==> src/hw/rtl/sie_pkg.sv <==
// Shared types, opcode codes and flag layout for the instruction executor.
package sie_pkg;

  // Opcodes of the supported subset
  localparam logic [7:0] OpNop      = 8'h00;
  localparam logic [7:0] OpLdDeNn   = 8'h11;
  localparam logic [7:0] OpAddHlDe  = 8'h19;
  localparam logic [7:0] OpJrNz     = 8'h20;
  localparam logic [7:0] OpIncHl    = 8'h23;
  localparam logic [7:0] OpDecHl    = 8'h2B;
  localparam logic [7:0] OpJrNc     = 8'h30;
  localparam logic [7:0] OpLdHlN    = 8'h36;
  localparam logic [7:0] OpLdAN     = 8'h3E;
  localparam logic [7:0] OpLdBA     = 8'h47;
  localparam logic [7:0] OpLdHD     = 8'h62;
  localparam logic [7:0] OpLdLE     = 8'h6B;
  localparam logic [7:0] OpAndA     = 8'hA7;
  localparam logic [7:0] OpXorA     = 8'hAF;
  localparam logic [7:0] OpCpH      = 8'hBC;
  localparam logic [7:0] OpJpNz     = 8'hC2;
  localparam logic [7:0] OpJp       = 8'hC3;
  localparam logic [7:0] OpOutNA    = 8'hD3;
  localparam logic [7:0] OpPrefixEd = 8'hED;
  localparam logic [7:0] OpDi       = 8'hF3;

  // Sub-opcodes after the ED prefix
  localparam logic [7:0] EdLdIA     = 8'h47;
  localparam logic [7:0] EdSbcHlDe  = 8'h52;

  // Flag bit positions: S Z F5 H F3 PV N C
  localparam int unsigned FlagC  = 0;
  localparam int unsigned FlagN  = 1;
  localparam int unsigned FlagPv = 2;
  localparam int unsigned FlagH  = 4;
  localparam int unsigned FlagZ  = 6;
  localparam int unsigned FlagS  = 7;

  // Undocumented F3 and F5 bits survive every flag update
  localparam logic [7:0] FlagKeepMask = 8'h28;

  // Bus write kinds
  localparam logic [1:0] BusNone = 2'd0;
  localparam logic [1:0] BusMem  = 2'd1;
  localparam logic [1:0] BusIo   = 2'd2;

  // Status codes
  localparam logic StatusOk      = 1'b0;
  localparam logic StatusUnknown = 1'b1;

  typedef struct packed {
    logic [7:0]  acc;
    logic [7:0]  flags;
    logic [7:0]  reg_b;
    logic [7:0]  reg_c;
    logic [7:0]  reg_d;
    logic [7:0]  reg_e;
    logic [7:0]  reg_h;
    logic [7:0]  reg_l;
    logic [7:0]  int_page;
    logic [15:0] pc;
    logic        int_enable;
  } arch_t;

  typedef struct packed {
    logic [15:0] next_pc;
    logic [1:0]  bus_kind;
    logic [15:0] bus_addr;
    logic [7:0]  bus_data;
    logic [7:0]  flags;
    logic [7:0]  acc;
    logic [15:0] hl;
    logic        status;
  } result_t;

endpackage

==> src/hw/rtl/sie_exec.sv <==
// Combinational execute of one instruction against the architectural state.
module sie_exec (
  input  sie_pkg::arch_t   cur_i,
  input  logic [7:0]       opcode_i,
  input  logic [7:0]       byte1_i,
  input  logic [7:0]       byte2_i,
  output sie_pkg::arch_t   nxt_o,
  output sie_pkg::result_t res_o
);

  logic [15:0] hl;
  logic [15:0] de;
  logic [15:0] nn;
  logic [15:0] pc_p1;
  logic [15:0] pc_p2;
  logic [15:0] pc_p3;
  logic [15:0] rel_pc;
  logic [16:0] add_sum;
  logic [16:0] sbc_diff;
  logic [8:0]  cp_diff;
  logic        cin;
  logic [7:0]  keep;
  logic [15:0] hl_new;
  logic [7:0]  f_new;
  logic [15:0] pc_new;
  logic [1:0]  kind;
  logic [15:0] baddr;
  logic [7:0]  bdata;
  logic        unknown;
  sie_pkg::arch_t nxt;

  assign hl     = {cur_i.reg_h, cur_i.reg_l};
  assign de     = {cur_i.reg_d, cur_i.reg_e};
  assign nn     = {byte2_i, byte1_i};
  assign pc_p1  = cur_i.pc + 16'd1;
  assign pc_p2  = cur_i.pc + 16'd2;
  assign pc_p3  = cur_i.pc + 16'd3;
  assign rel_pc = pc_p2 + {{8{byte1_i[7]}}, byte1_i};
  assign cin    = cur_i.flags[sie_pkg::FlagC];
  assign keep   = cur_i.flags & sie_pkg::FlagKeepMask;

  assign add_sum  = {1'b0, hl} + {1'b0, de};
  assign sbc_diff = {1'b0, hl} - {1'b0, de} - {16'd0, cin};
  assign cp_diff  = {1'b0, cur_i.acc} - {1'b0, cur_i.reg_h};

  always_comb begin
    nxt     = cur_i;
    hl_new  = hl;
    f_new   = cur_i.flags;
    pc_new  = pc_p1;
    kind    = sie_pkg::BusNone;
    baddr   = 16'd0;
    bdata   = 8'd0;
    unknown = 1'b0;

    unique case (opcode_i)
      sie_pkg::OpNop: begin
      end
      sie_pkg::OpLdDeNn: begin
        nxt.reg_d = byte2_i;
        nxt.reg_e = byte1_i;
        pc_new    = pc_p3;
      end
      sie_pkg::OpAddHlDe: begin
        hl_new = add_sum[15:0];
        f_new[sie_pkg::FlagN] = 1'b0;
        f_new[sie_pkg::FlagH] = hl[12] ^ de[12] ^ add_sum[12];
        f_new[sie_pkg::FlagC] = add_sum[16];
      end
      sie_pkg::OpJrNz: begin
        pc_new = cur_i.flags[sie_pkg::FlagZ] ? pc_p2 : rel_pc;
      end
      sie_pkg::OpIncHl: begin
        hl_new = hl + 16'd1;
      end
      sie_pkg::OpDecHl: begin
        hl_new = hl - 16'd1;
      end
      sie_pkg::OpJrNc: begin
        pc_new = cur_i.flags[sie_pkg::FlagC] ? pc_p2 : rel_pc;
      end
      sie_pkg::OpLdHlN: begin
        kind   = sie_pkg::BusMem;
        baddr  = hl;
        bdata  = byte1_i;
        pc_new = pc_p2;
      end
      sie_pkg::OpLdAN: begin
        nxt.acc = byte1_i;
        pc_new  = pc_p2;
      end
      sie_pkg::OpLdBA: begin
        nxt.reg_b = cur_i.acc;
      end
      sie_pkg::OpLdHD: begin
        hl_new = {cur_i.reg_d, hl[7:0]};
      end
      sie_pkg::OpLdLE: begin
        hl_new = {hl[15:8], cur_i.reg_e};
      end
      sie_pkg::OpAndA: begin
        f_new = keep;
        f_new[sie_pkg::FlagH]  = 1'b1;
        f_new[sie_pkg::FlagZ]  = (cur_i.acc == 8'd0);
        f_new[sie_pkg::FlagS]  = cur_i.acc[7];
        f_new[sie_pkg::FlagPv] = ~^cur_i.acc;
      end
      sie_pkg::OpXorA: begin
        nxt.acc = 8'd0;
        f_new = keep;
        f_new[sie_pkg::FlagZ]  = 1'b1;
        f_new[sie_pkg::FlagPv] = 1'b1;
      end
      sie_pkg::OpCpH: begin
        f_new = keep;
        f_new[sie_pkg::FlagN]  = 1'b1;
        f_new[sie_pkg::FlagS]  = cp_diff[7];
        f_new[sie_pkg::FlagZ]  = (cp_diff[7:0] == 8'd0);
        f_new[sie_pkg::FlagH]  = cur_i.acc[4] ^ cur_i.reg_h[4] ^ cp_diff[4];
        f_new[sie_pkg::FlagPv] = (cur_i.acc[7] ^ cur_i.reg_h[7])
                               & (cur_i.acc[7] ^ cp_diff[7]);
        f_new[sie_pkg::FlagC]  = cp_diff[8];
      end
      sie_pkg::OpJpNz: begin
        pc_new = cur_i.flags[sie_pkg::FlagZ] ? pc_p3 : nn;
      end
      sie_pkg::OpJp: begin
        pc_new = nn;
      end
      sie_pkg::OpOutNA: begin
        kind   = sie_pkg::BusIo;
        baddr  = {cur_i.acc, byte1_i};
        bdata  = cur_i.acc;
        pc_new = pc_p2;
      end
      sie_pkg::OpPrefixEd: begin
        unique case (byte1_i)
          sie_pkg::EdLdIA: begin
            nxt.int_page = cur_i.acc;
            pc_new       = pc_p2;
          end
          sie_pkg::EdSbcHlDe: begin
            hl_new = sbc_diff[15:0];
            f_new  = keep;
            f_new[sie_pkg::FlagN]  = 1'b1;
            f_new[sie_pkg::FlagS]  = sbc_diff[15];
            f_new[sie_pkg::FlagZ]  = (sbc_diff[15:0] == 16'd0);
            f_new[sie_pkg::FlagH]  = hl[12] ^ de[12] ^ sbc_diff[12];
            f_new[sie_pkg::FlagPv] = (hl[15] ^ de[15]) & (hl[15] ^ sbc_diff[15]);
            f_new[sie_pkg::FlagC]  = sbc_diff[16];
            pc_new = pc_p2;
          end
          default: begin
            unknown = 1'b1;
          end
        endcase
      end
      sie_pkg::OpDi: begin
        nxt.int_enable = 1'b0;
      end
      default: begin
        unknown = 1'b1;
      end
    endcase

    if (unknown) begin
      // drop every effect; bus fields are already zero
      nxt = cur_i;
    end else begin
      nxt.flags = f_new;
      nxt.reg_h = hl_new[15:8];
      nxt.reg_l = hl_new[7:0];
      nxt.pc    = pc_new;
    end
  end

  assign nxt_o = nxt;

  assign res_o.next_pc  = nxt.pc;
  assign res_o.bus_kind = kind;
  assign res_o.bus_addr = baddr;
  assign res_o.bus_data = bdata;
  assign res_o.flags    = nxt.flags;
  assign res_o.acc      = nxt.acc;
  assign res_o.hl       = {nxt.reg_h, nxt.reg_l};
  assign res_o.status   = unknown ? sie_pkg::StatusUnknown : sie_pkg::StatusOk;

endmodule

==> src/hw/rtl/sie_state.sv <==
// Architectural register file, cleared by reset and updated on each executed transfer.
module sie_state (
  input  logic           clk_i,
  input  logic           rst_ni,
  input  logic           commit_i,
  input  sie_pkg::arch_t state_d_i,
  output sie_pkg::arch_t state_q_o
);

  sie_pkg::arch_t state_q;

  always_ff @(posedge clk_i or negedge rst_ni) begin
    if (!rst_ni) begin
      state_q <= '0;
    end else if (commit_i) begin
      state_q <= state_d_i;
    end
  end

  assign state_q_o = state_q;

endmodule

==> src/hw/rtl/z80_subset_instruction_executor.sv <==
// Top level of the subset instruction executor: input register, execute, result register.
//
// One instruction (opcode plus the two bytes that follow it) is taken per transfer and
// one result comes back for it. The block sustains one instruction per clock cycle while
// the result side does not stall. The bytes land in an input register on the input
// transfer; the combinational execute pass then runs on them against the register file
// and loads the result register once it is free or draining. The loop through the
// register file (PC, flags, HL and the rest) closes within that execute pass, so each
// instruction sees the state left by the one before it. Unknown opcodes, including any ED
// sub-opcode other than LD I,A and SBC HL,DE, return status 1 with the PC and all
// registers unchanged. Stall on the result side holds the result register; the input
// register then holds one further instruction before in_stall_o rises.
module z80_subset_instruction_executor (
  input  logic        clk_i,
  input  logic        rst_ni,

  input  logic        in_valid_i,
  output logic        in_stall_o,
  input  logic [7:0]  opcode_byte_i,
  input  logic [7:0]  second_byte_i,
  input  logic [7:0]  third_byte_i,

  output logic        out_valid_o,
  input  logic        out_stall_i,
  output logic [15:0] next_pc_o,
  output logic [1:0]  bus_kind_o,
  output logic [15:0] bus_addr_o,
  output logic [7:0]  bus_data_o,
  output logic [7:0]  flags_out_o,
  output logic [7:0]  acc_out_o,
  output logic [15:0] hl_out_o,
  output logic        status_o
);

  // input register
  logic       in_valid_q;
  logic [7:0] op_q;
  logic [7:0] b1_q;
  logic [7:0] b2_q;

  // result register
  logic             out_valid_q;
  sie_pkg::result_t res_q;

  sie_pkg::arch_t   state_q;
  sie_pkg::arch_t   state_d;
  sie_pkg::result_t res_d;

  logic exec_go;
  logic in_xfer;
  logic out_xfer;

  // Execute when an instruction waits and the result register is free or draining.
  assign exec_go    = in_valid_q & (~out_valid_q | ~out_stall_i);
  assign in_stall_o = in_valid_q & ~exec_go;
  assign in_xfer    = in_valid_i & ~in_stall_o;
  assign out_xfer   = out_valid_q & ~out_stall_i;

  always_ff @(posedge clk_i or negedge rst_ni) begin
    if (!rst_ni) begin
      in_valid_q <= 1'b0;
    end else if (in_xfer) begin
      in_valid_q <= 1'b1;
    end else if (exec_go) begin
      in_valid_q <= 1'b0;
    end
  end

  // Capture instruction bytes on an input transfer; hold them otherwise.
  always_ff @(posedge clk_i) begin
    if (in_xfer) begin
      op_q <= opcode_byte_i;
      b1_q <= second_byte_i;
      b2_q <= third_byte_i;
    end
  end

  sie_exec u_exec (
    .cur_i    (state_q),
    .opcode_i (op_q),
    .byte1_i  (b1_q),
    .byte2_i  (b2_q),
    .nxt_o    (state_d),
    .res_o    (res_d)
  );

  // Advance the register file together with the result register.
  sie_state u_state (
    .clk_i     (clk_i),
    .rst_ni    (rst_ni),
    .commit_i  (exec_go),
    .state_d_i (state_d),
    .state_q_o (state_q)
  );

  always_ff @(posedge clk_i or negedge rst_ni) begin
    if (!rst_ni) begin
      out_valid_q <= 1'b0;
    end else if (exec_go) begin
      out_valid_q <= 1'b1;
    end else if (out_xfer) begin
      out_valid_q <= 1'b0;
    end
  end

  always_ff @(posedge clk_i) begin
    if (exec_go) begin
      res_q <= res_d;
    end
  end

  assign out_valid_o = out_valid_q;
  assign next_pc_o   = res_q.next_pc;
  assign bus_kind_o  = res_q.bus_kind;
  assign bus_addr_o  = res_q.bus_addr;
  assign bus_data_o  = res_q.bus_data;
  assign flags_out_o = res_q.flags;
  assign acc_out_o   = res_q.acc;
  assign hl_out_o    = res_q.hl;
  assign status_o    = res_q.status;

endmodule
==> config.mk <==
export PLATFORM = sky130hd
export DESIGN_NAME = z80_subset_instruction_executor
export DESIGN_NICKNAME = d
export VERILOG_FILES = /design/src/hw/rtl/sie_pkg.sv /design/src/hw/rtl/sie_exec.sv /design/src/hw/rtl/sie_state.sv /design/src/hw/rtl/z80_subset_instruction_executor.sv
export SDC_FILE = /design/constraint.sdc
export NUM_CORES = 1
export LEC_CHECK = 0
export BUFFER_PORTS_ARGS = -buffer_cell sky130_fd_sc_hd__buf_2
export CORE_MARGIN = 2
export CORE_UTILIZATION = 51
export DETAILED_ROUTE_END_ITERATION = 12
export PLACE_DENSITY_LB_ADDON = 0.12
export SLEW_MARGIN = 20
export SYNTH_ARGS = -nofsm -noshare
export SYNTH_HDL_FRONTEND = slang
export SYNTH_SLANG_ARGS = --single-unit
==> constraint.sdc <==
create_clock -name clk_i -period 5.6 [get_ports clk_i]
set_clock_uncertainty 0.2 [all_clocks]
set_input_delay 0.28 -clock clk_i [delete_from_list [all_inputs] [get_ports clk_i]]
set_output_delay 0.28 -clock clk_i [all_outputs]
set_load 0.01 [all_outputs]
After elaboration in Yosys (flattened, before gate mapping)
Index checks and enable logic that the tools add are counted.

storage, ports and cells
  input bits = 28
  register bits after elaboration = 165
  output and inout bits = 77
  word-level logic and storage cells = 111

operators by class
  add/sub/neg operators = 10
  eq/ne operators = 21
  bitwise logic cells = 21
  multiplexer cells = 27
  reduce and logical (&&, ||, !) cells = 12

operators with widths
  operator                                                                number
  16-bit 2-to-1 mux                                                       7
  16-bit case mux with 7 select lines                                     1
  16-bit case mux with 6 select lines                                     1
  8-bit equality test (second input constant)                             8
  8-bit by 6-bit equality test with 1-bit output (second input constant)  6
  8-bit by 7-bit equality test with 1-bit output (second input constant)  5
  16-bit by 1-bit adder with 16-bit output (second input constant)        2
  16-bit by 2-bit adder with 16-bit output (second input constant)        2
  16-bit case mux with 2 select lines                                     1
  8-bit case mux with 2 select lines                                      2
  8-bit logical NOT                                                       3
  8-bit 2-to-1 mux                                                        3
  19-bit OR reduction                                                     1
  16-bit by 16-bit adder with 17-bit output                               1
  16-bit by 16-bit subtractor with 17-bit output                          1
  17-bit by 1-bit subtractor with 17-bit output                           1
  16-bit adder                                                            1
  8-bit by 5-bit equality test with 1-bit output (second input constant)  2
  16-bit logical NOT                                                      1
  2-bit case mux with 4 select lines                                      2
  16-bit by 1-bit subtractor with 16-bit output (second input constant)   1
  3-bit case mux with 4 select lines                                      1
  8-bit by 8-bit subtractor with 9-bit output                             1
  1-bit XOR                                                               9
  12 further kinds                                                        28

Logic depth before layout (Yosys ltp)
Gate-level depths: netlist (run 1).

  word-level depth = 8
  depth in mapped cells = 15
  mapped depth without buffers = 14

Cells and area by module
A second synthesis (run 1) with hierarchy kept.

unflattened totals
  cell total of the unflattened synthesis = 1361
  area, all modules = 13591.8 um^2

modules (own cells, without submodules)
  module                           area an instance (um^2)  cells each  instances  sequential area each (um^2)
  sie_exec                         7190.6                   1066        1          0.0
  sie_state                        3335.7                   188         1          2227.1
  z80_subset_instruction_executor  3065.4                   107         1          3022.9

Worst setup path after synthesis (run 1)
Ideal clock, no wire load.

  kind = register to register
  from = reg u_state.state_q_o[25] (netlist name)
  to = reg res_q (netlist bit flags_out_o[6]) (data pin)
  setup time = 0.130 ns
  data arrival time = 4.088 ns
  stages on the path, launching flop included = 14
  required time = 5.270 ns
  period minus slack after synthesis = 4.418 ns
  setup slack = 1.182 ns
  buffers on the path = 0
  cell sequence = dfrtp_1 fa_1 inv_1 ha_1 or2_2 fa_1 nand2b_4 a2111oi_4 nor3_2 o31a_1 or4_1 or4_1 o41ai_2 o21a_1

RTL lines
  item                  RTL line                                text
  to (signal assigned)  z80_subset_instruction_executor.sv:108  res_q <= res_d;
  to (decl)             z80_subset_instruction_executor.sv:43   sie_pkg::result_t res_q;

==> results.md, run 1 <==
* Asr flop ratio synth at 39.75%
* Setup_tns at 0 ns
* WP buf/inv at 1
* Largest net degree at the start of global routing at 83
* Final Net Count at 1529
* Sequential Power Share at 37.3%
* Initial core utilization at 51.97%
* First-pass GRT wire length at 57660 µm
* Core Area at 23470 µm²
* Die span in y at 158.7 µm
* Rows at 56
* Initial antenna violation count at 0
* Max-slew violations at 0
* Met1 Routed Length at 17530 µm
* Bufs on Longest Clock Path at 2
* Port Buffers at 102
* Gpl congestion at 0.9275
* Yosys cell types at 93
* Worst setup path category: reg -> reg
* Sequential fraction of the synthesis area at 37.01%
* Combinational share of power at 33.9%
* Register bit total from synthesis at 161
* Area grow syn2layout at 13.22%
* Met2 wire length at 16610 µm
* H-tree depth at 4
* Uppermost layer routed: met4
* Clock Latency Late Sink at 0.45 ns
* Netlist Area Pre-Place at 12200 µm²
* CP delay by family, top: simple AND/OR/NAND/NOR gates
* Cell depth of the worst hold path at 1
* Pint at 2.708 mW
* Mean Syn Cell Area at 9.298 µm²
* ANT cells at 0
* Max incr delay on CP at 0.62 ns
* Detail Placement HPWL at 27260 µm
* Non-Filler Instances at 1737
* Post-cts sizing count at 0
* Proportion of layout cells with a drive suffix above 1 at 14.17%
* CTS tree: done
* VDD IR max at 0.1750 mV
* Unrepaired setup endpoints after global routing: false
* Levels on crit path at 13
* Drt first pass iters at 5
* Arr. time, crit path at 5.00 ns
* Vias in the first global route at 10084
* DRT Wirelength at 37720 µm
* CTS Sinks at 161
* Wire length on met3 at 2773 µm
* Clock slew at reported path FFs at 0.08 ns
* Post-CTS Setup Inserts at 0
* EDFF count, synth at 97
* Min-Delay Path Class: reg -> reg
* Post-route DRC at 0
* Clock group share of total power at 28.8%
* Slew @ Worst Pin at 1.046 ns
* Min cycle time layout at 4.890 ns
* FF-to-FF path depth at 13
* Leak at 5.847 nW
* Pwr Density at 316.3 nW/µm²
* Clock Root Buffer: clkbuf_16
* Max_cap viols at 0
* Gr usage total at 30.40%
* Vias at 10798
* Switching pwr at 1.661 mW
* Outcome: complete, no violations
* ANT nets after route at 0
* Placed Instances at 1677
* Max-Slew Margin vs Limit at 29.98%
* CTS Hold Buffers Added at 28
* Die Wd at 158.7 µm
* Die Footprint at 25170 µm²
* Synth Instances at 1312
* Vias per cell at 6.216
* F_max at 0.2045 GHz
* Share of the clock period used by the worst path at 87.32%
* CP cell instances: fa_1 > inv_1 > ha_1 > or2_2 > fa_1 > nand2b_4 > a2111oi_4 > nor3_2 > o31a_1 > or4_1 > or4_1 > o41ai_2 > o21a_1
* Number of CTS-inserted buffers at 17
* Primary FF master, synth: edfxtp_1
* Worst setup SP type: flip-flop
* Final-report hold violation count at 0
* IO Count at 105
* Gr ovfl total at 0
* Sw Share at 38.02%
* Wire per inst at 21.72 µm
* Crit path max-delay cell type: fa_1
* DRT iter0 DRCs at 974
* Crit path capture type: flip-flop
* CP Data Required Time at 5.71 ns
* Setup-failing EPs final at 0
* Synth warn at 0
* Critical path peak fanout at 9
==> flip-flops by register name, indices dropped and copies added (netlist names) <==
signal             cells
b2_q                   8
in_valid_q             1
flags_out_o            6
bus_data_o             8
out_valid_o            1
acc_out_o              8
bus_kind_o             2
op_q                   8
bus_addr_o            16
next_pc_o             16
b1_q                   8
hl_out_o              16
status_o               1
u_state.state_q_o     62
==> layout make-up <==
cell class / count / area, µm²
clock inverters: 15 / 188.9
well taps: 319 / 399.1
clock buffers: 17 / 425.4
repair buffers: 139 / 858.3
multi-input cells: 1013 / 7149
fillers: 2093 / 9661
flip-flops and latches: 161 / 4514
inverters: 73 / 276.5
==> metrics by stage <==
| stage | setup WS, ns | total power, mW | instance area [µm²] | utilization, % | hold slack, ns |
|---|---|---|---|---|---|
| global route | 0.5800 | 4.603 | 13810 | 58.84 | 0.3366 |
| floorplan | 1.182 | 2.696 | 12200 | - | -0.2156 |
| global placement | 0.8191 | 3.080 | 12910 | 55.00 | 0.2567 |
| detailed placement | 0.7582 | 3.092 | 12910 | 55.02 | 0.2581 |
| CTS | 0.7158 | 4.359 | 13810 | 58.83 | 0.2939 |
| finish | 0.7100 | 4.369 | 13810 | 58.84 | 0.2906 |
==> power groups by stage <==
stage	Clock, mW	Combinational [mW]	Sequential (mW)
after floorplan	0	1.12	1.57
after global placement	0	1.43	1.65
after detailed placement	0	1.44	1.65
after CTS	1.26	1.47	1.63
after global routing	1.31	1.63	1.65
final	1.26	1.48	1.63
==> layer usage <==
layer / global-route usage [%] / vias up
met3: 5.498 / 64
li1: - / 5078
met1: 44.39 / 5205
met2: 46.24 / 451
met5: 0 / -
met4: 8.408 / 0
==> cells by family after synthesis <==
logic type / count (synthesis) / share of synthesized area (%)
adder cells (fa/ha/maj): 96 / 10.15
multiplexers: 30 / 2.728
flip-flops: 161 / 37.01
AO/OA/AOI/OAI: 390 / 22.09
XOR/XNOR: 84 / 6.144
other: 1 / 0.03074
AND/OR/NAND/NOR: 411 / 17.30
buffers and inverters: 139 / 4.543
==> synth_stat cells (all sizes together) (11+ instances only) <==
cell	count	area, µm²
a211oi	14	105.1
a21o	19	142.6
a21oi	90	450.4
a221oi	14	122.6
a22o	40	350.3
and2	11	68.82
and3	15	93.84
buf	18	100.1
clkbuf	48	180.2
dfrtp	64	1602
edfxtp	97	2913
ha	91	1139
inv	73	274.0
mux2	26	292.8
nand2	103	386.6
nand2b	15	101.3
nand3	28	140.1
nand4	15	115.1
nor2	113	431.7
nor2b	16	100.1
nor3	28	145.1
o211ai	20	150.1
o21a	14	105.1
o21ai	86	430.4
xnor2	56	490.5
xor2	27	236.5
==> worst paths after layout <==
path                                  startpoint               endpoint  slack, ns
min reg2reg                           in_valid_q            out_valid_o       0.29
max in group asynchronous                 rst_ni  u_state.state_q_o[43]       4.18
min in group asynchronous                 rst_ni  u_state.state_q_o[83]       0.40
max                        u_state.state_q_o[25]         flags_out_o[6]       0.71
max reg2reg                u_state.state_q_o[25]         flags_out_o[6]       0.71
min                                   in_valid_q            out_valid_o       0.29
==> layout by cell type (no fill, tap or decap), drive strengths merged, types with 10 or more instances in the layout <==
master       instances
a211oi              14
a21o                19
a21oi               90
a221o               10
a221oi              14
a22o                40
and2                11
and3                15
buf                111
clkbuf              17
dfrtp               64
dlygate4sd3         28
edfxtp              97
ha                  91
inv                 81
mux2                26
nand2              103
nand2b              15
nand3               28
nand4               15
nor2               113
nor2b               16
nor3                28
o211ai              20
o21a                14
o21ai               86
xnor2               56
xor2                27
Note: power is estimated with default switching activity, not from simulation.
==> inputs of run 2 (changes only) <==
--- a/config.mk
+++ b/config.mk
@@ -6,6 +6,8 @@
 export NUM_CORES = 1
 export LEC_CHECK = 0
 export BUFFER_PORTS_ARGS = -buffer_cell sky130_fd_sc_hd__buf_2
+export CELL_PAD_IN_SITES_DETAIL_PLACEMENT = 0
+export CELL_PAD_IN_SITES_GLOBAL_PLACEMENT = 1
 export CORE_MARGIN = 2
 export CORE_UTILIZATION = 51
 export DETAILED_ROUTE_END_ITERATION = 12
==> constraint.sdc (replaced) <==
create_clock -name clk_i -period 5.9 [get_ports clk_i]
set_clock_uncertainty 0.2 [all_clocks]
set_input_delay 0.295 -clock clk_i [delete_from_list [all_inputs] [get_ports clk_i]]
set_output_delay 0.295 -clock clk_i [all_outputs]
set_load 0.01 [all_outputs]
==> results.md, run 2 (synthesis gave the netlist of run 1 again) <==
* Outcome: complete, no violations (unchanged)
* DRT Wirelength at 37530 µm (was 37720 µm)
* Detail Placement HPWL at 27380 µm (was 27260 µm)
* Most frequent cells in the layout: nor2_1, nand2_1, buf_2 (unchanged)
* Vias at 10682 (was 10798)
* Clock Latency Late Sink at 0.43 ns (was 0.45 ns)
* Final-report hold violation count at 0 (unchanged)
* Port Buffers at 102 (unchanged)
* Gpl congestion at 0.9023 (was 0.9275)
* Die Footprint at 25170 µm² (unchanged)
* Min cycle time layout at 4.842 ns (was 4.890 ns)
* Most common cell after layout, fill and taps aside: nor2_1 (unchanged)
* FF-to-FF path depth at 13 (unchanged)
* CTS Sinks at 161 (unchanged)
* Leak at 5.838 nW (was 5.847 nW)
* Largest net degree at the start of global routing at 65 (was 83)
* F_max at 0.2065 GHz (was 0.2045 GHz)
* Unrepaired setup endpoints after global routing: false (unchanged)
* H-tree depth at 4 (unchanged)
* Met1 Usage GRT at 44.48% (was 44.39%)
* Share of the clock period used by the worst path at 82.07% (was 87.32%)
* Max_cap viols at 0 (unchanged)
* ANT cells at 0 (unchanged)
* Cell depth of the worst hold path at 1 (unchanged)
* Gr ovfl total at 0 (unchanged)
* Area grow syn2layout at 13.22% (unchanged)
* Max-Slew Margin vs Limit at 27.42% (was 29.98%)
* Worst setup path category: reg -> reg (unchanged)
* Crit path capture type: flip-flop (unchanged)
* Number of CTS-inserted buffers at 17 (unchanged)
* Arr. time, crit path at 4.94 ns (was 5.00 ns)
* Setup_tns at 0 ns (unchanged)
* Critical path peak fanout at 9 (unchanged)
* CTS tree: done (unchanged)
* Bufs on Longest Clock Path at 2 (unchanged)
* IO Count at 105 (unchanged)
* Initial core utilization at 51.97% (unchanged)
* Gr busiest metal: met2 (unchanged)
* VDD IR max at 0.2003 mV (was 0.1750 mV)
* Placed inst area at 12910 µm² (about the same)
* Initial antenna violation count at 0 (unchanged)
* Wire per inst at 21.61 µm (was 21.72 µm)
* Die Wd at 158.7 µm (unchanged)
* Post-CTS Setup Inserts at 0 (unchanged)
* Met2 Use GR at 45.68% (was 46.24%)
* Post-cts sizing count at 0 (unchanged)
* Core Util, Final at 58.84% (unchanged)
* DRT iter0 DRCs at 1065 (was 974)
* Gr usage total at 30.26% (was 30.40%)
* Max-slew violations at 0 (unchanged)
* Clock slew at reported path FFs at 0.07 ns (was 0.08 ns)
* CP Data Required Time at 6.00 ns (was 5.71 ns)
* Proportion of layout cells with a drive suffix above 1 at 14.17% (unchanged)
* Clock Root Buffer: clkbuf_16 (unchanged)
* Vias in the first global route at 9775 (was 10084)
* Pwr Density at 297.5 nW/µm² (was 316.3 nW/µm²)
* GR Layer Usage met3 at 4.981% (was 5.498%)
* Max reg flops at 62 (unchanged)
* Design area at 13810 µm² (unchanged)
* Worst setup SP type: flip-flop (unchanged)
* Drt first pass iters at 5 (unchanged)
* Slew @ Worst Pin at 1.085 ns (was 1.046 ns)
* Final Net Count at 1529 (unchanged)
* Rows at 56 (unchanged)
* Min-Delay Path Class: reg -> reg (unchanged)
* ANT nets after route at 0 (unchanged)
* Post-route DRC at 0 (unchanged)
* Core Area at 23470 µm² (unchanged)
* Die span in y at 158.7 µm (unchanged)
* First-pass GRT wire length at 57060 µm (was 57660 µm)
* Vias per cell at 6.150 (was 6.216)
* Setup-failing EPs final at 0 (unchanged)
-- run 2: cell types whose count changed in the layout (fill, tap and decap cells not counted), sizes merged --
| cell | delta |
|---|---|
| clkinvlp | +2 |
| inv | -2 |
-- run 2: report_power, final --
group / switching [mW] / total (mW) / internal [mW]
Clock: 0.545 / 1.15 / 0.610
Sequential: 0.202 / 1.55 / 1.35
Combinational: 0.796 / 1.40 / 0.607
Total: 1.54 / 4.11 / 2.57
-- run 2: worst paths after layout --
kind	slack (ns)	endpoint	start
worst min-delay path	0.31	out_valid_o	in_valid_q
worst max-delay path	1.06	flags_out_o[6]	u_state.state_q_o[25]
max in group asynchronous	4.46	u_state.state_q_o[56]	rst_ni
min in group asynchronous	0.41	u_state.state_q_o[82]	rst_ni
worst min register to register	0.31	out_valid_o	in_valid_q
worst max register to register	1.06	flags_out_o[6]	u_state.state_q_o[25]
-- run 2: worst max-delay path: stages, from the launching register on --
cell	delay, ns
dfrtp_1	0.52
fa_1	0.61
inv_1	0.05
ha_1	0.18
or2_2	0.29
fa_1	0.44
nand2b_4	0.20
a2111oi_4	0.37
nor3_2	0.11
o31a_1	0.27
or4_1	0.54
or4_1	0.43
o41ai_2	0.32
o21a_1	0.18
-- run 2: cell type report --
type	instances	area, µm²
Inverter	73	276.5
Fill cell	2071	9661
Multi-Input combinational cell	1013	7149
Clock inverter	15	188.9
Sequential cell	161	4514
Tap cell	319	399.1
Clock buffer	17	425.4
Timing Repair Buffer	139	858.3
-- run 2: layer usage --
layer,vias up,wire (µm)
li1,5085,-
met1,5113,17230
met2,431,16580
met3,53,2911
met4,0,811
met5,-,0
-- run 2: metrics by stage --
step / hold slack [ns] / power (mW) / setup slack (ns) / instances
final: 0.3143 / 4.109 / 1.058 / 1737
after detailed placement: 0.2731 / 2.929 / 1.088 / 1677
after global routing: 0.3371 / 4.338 / 0.8814 / 1737
after floorplan: -0.2006 / 2.559 / 1.482 / 1313
after global placement: 0.2678 / 2.919 / 1.169 / 1677
after CTS: 0.2983 / 4.108 / 1.049 / 1737
-- run 2: timing repair --
action / CTS / global route
hold buffers: 28 / 0
setup endpoints to repair: 0 / 0
hold endpoints to repair: 90 / 0
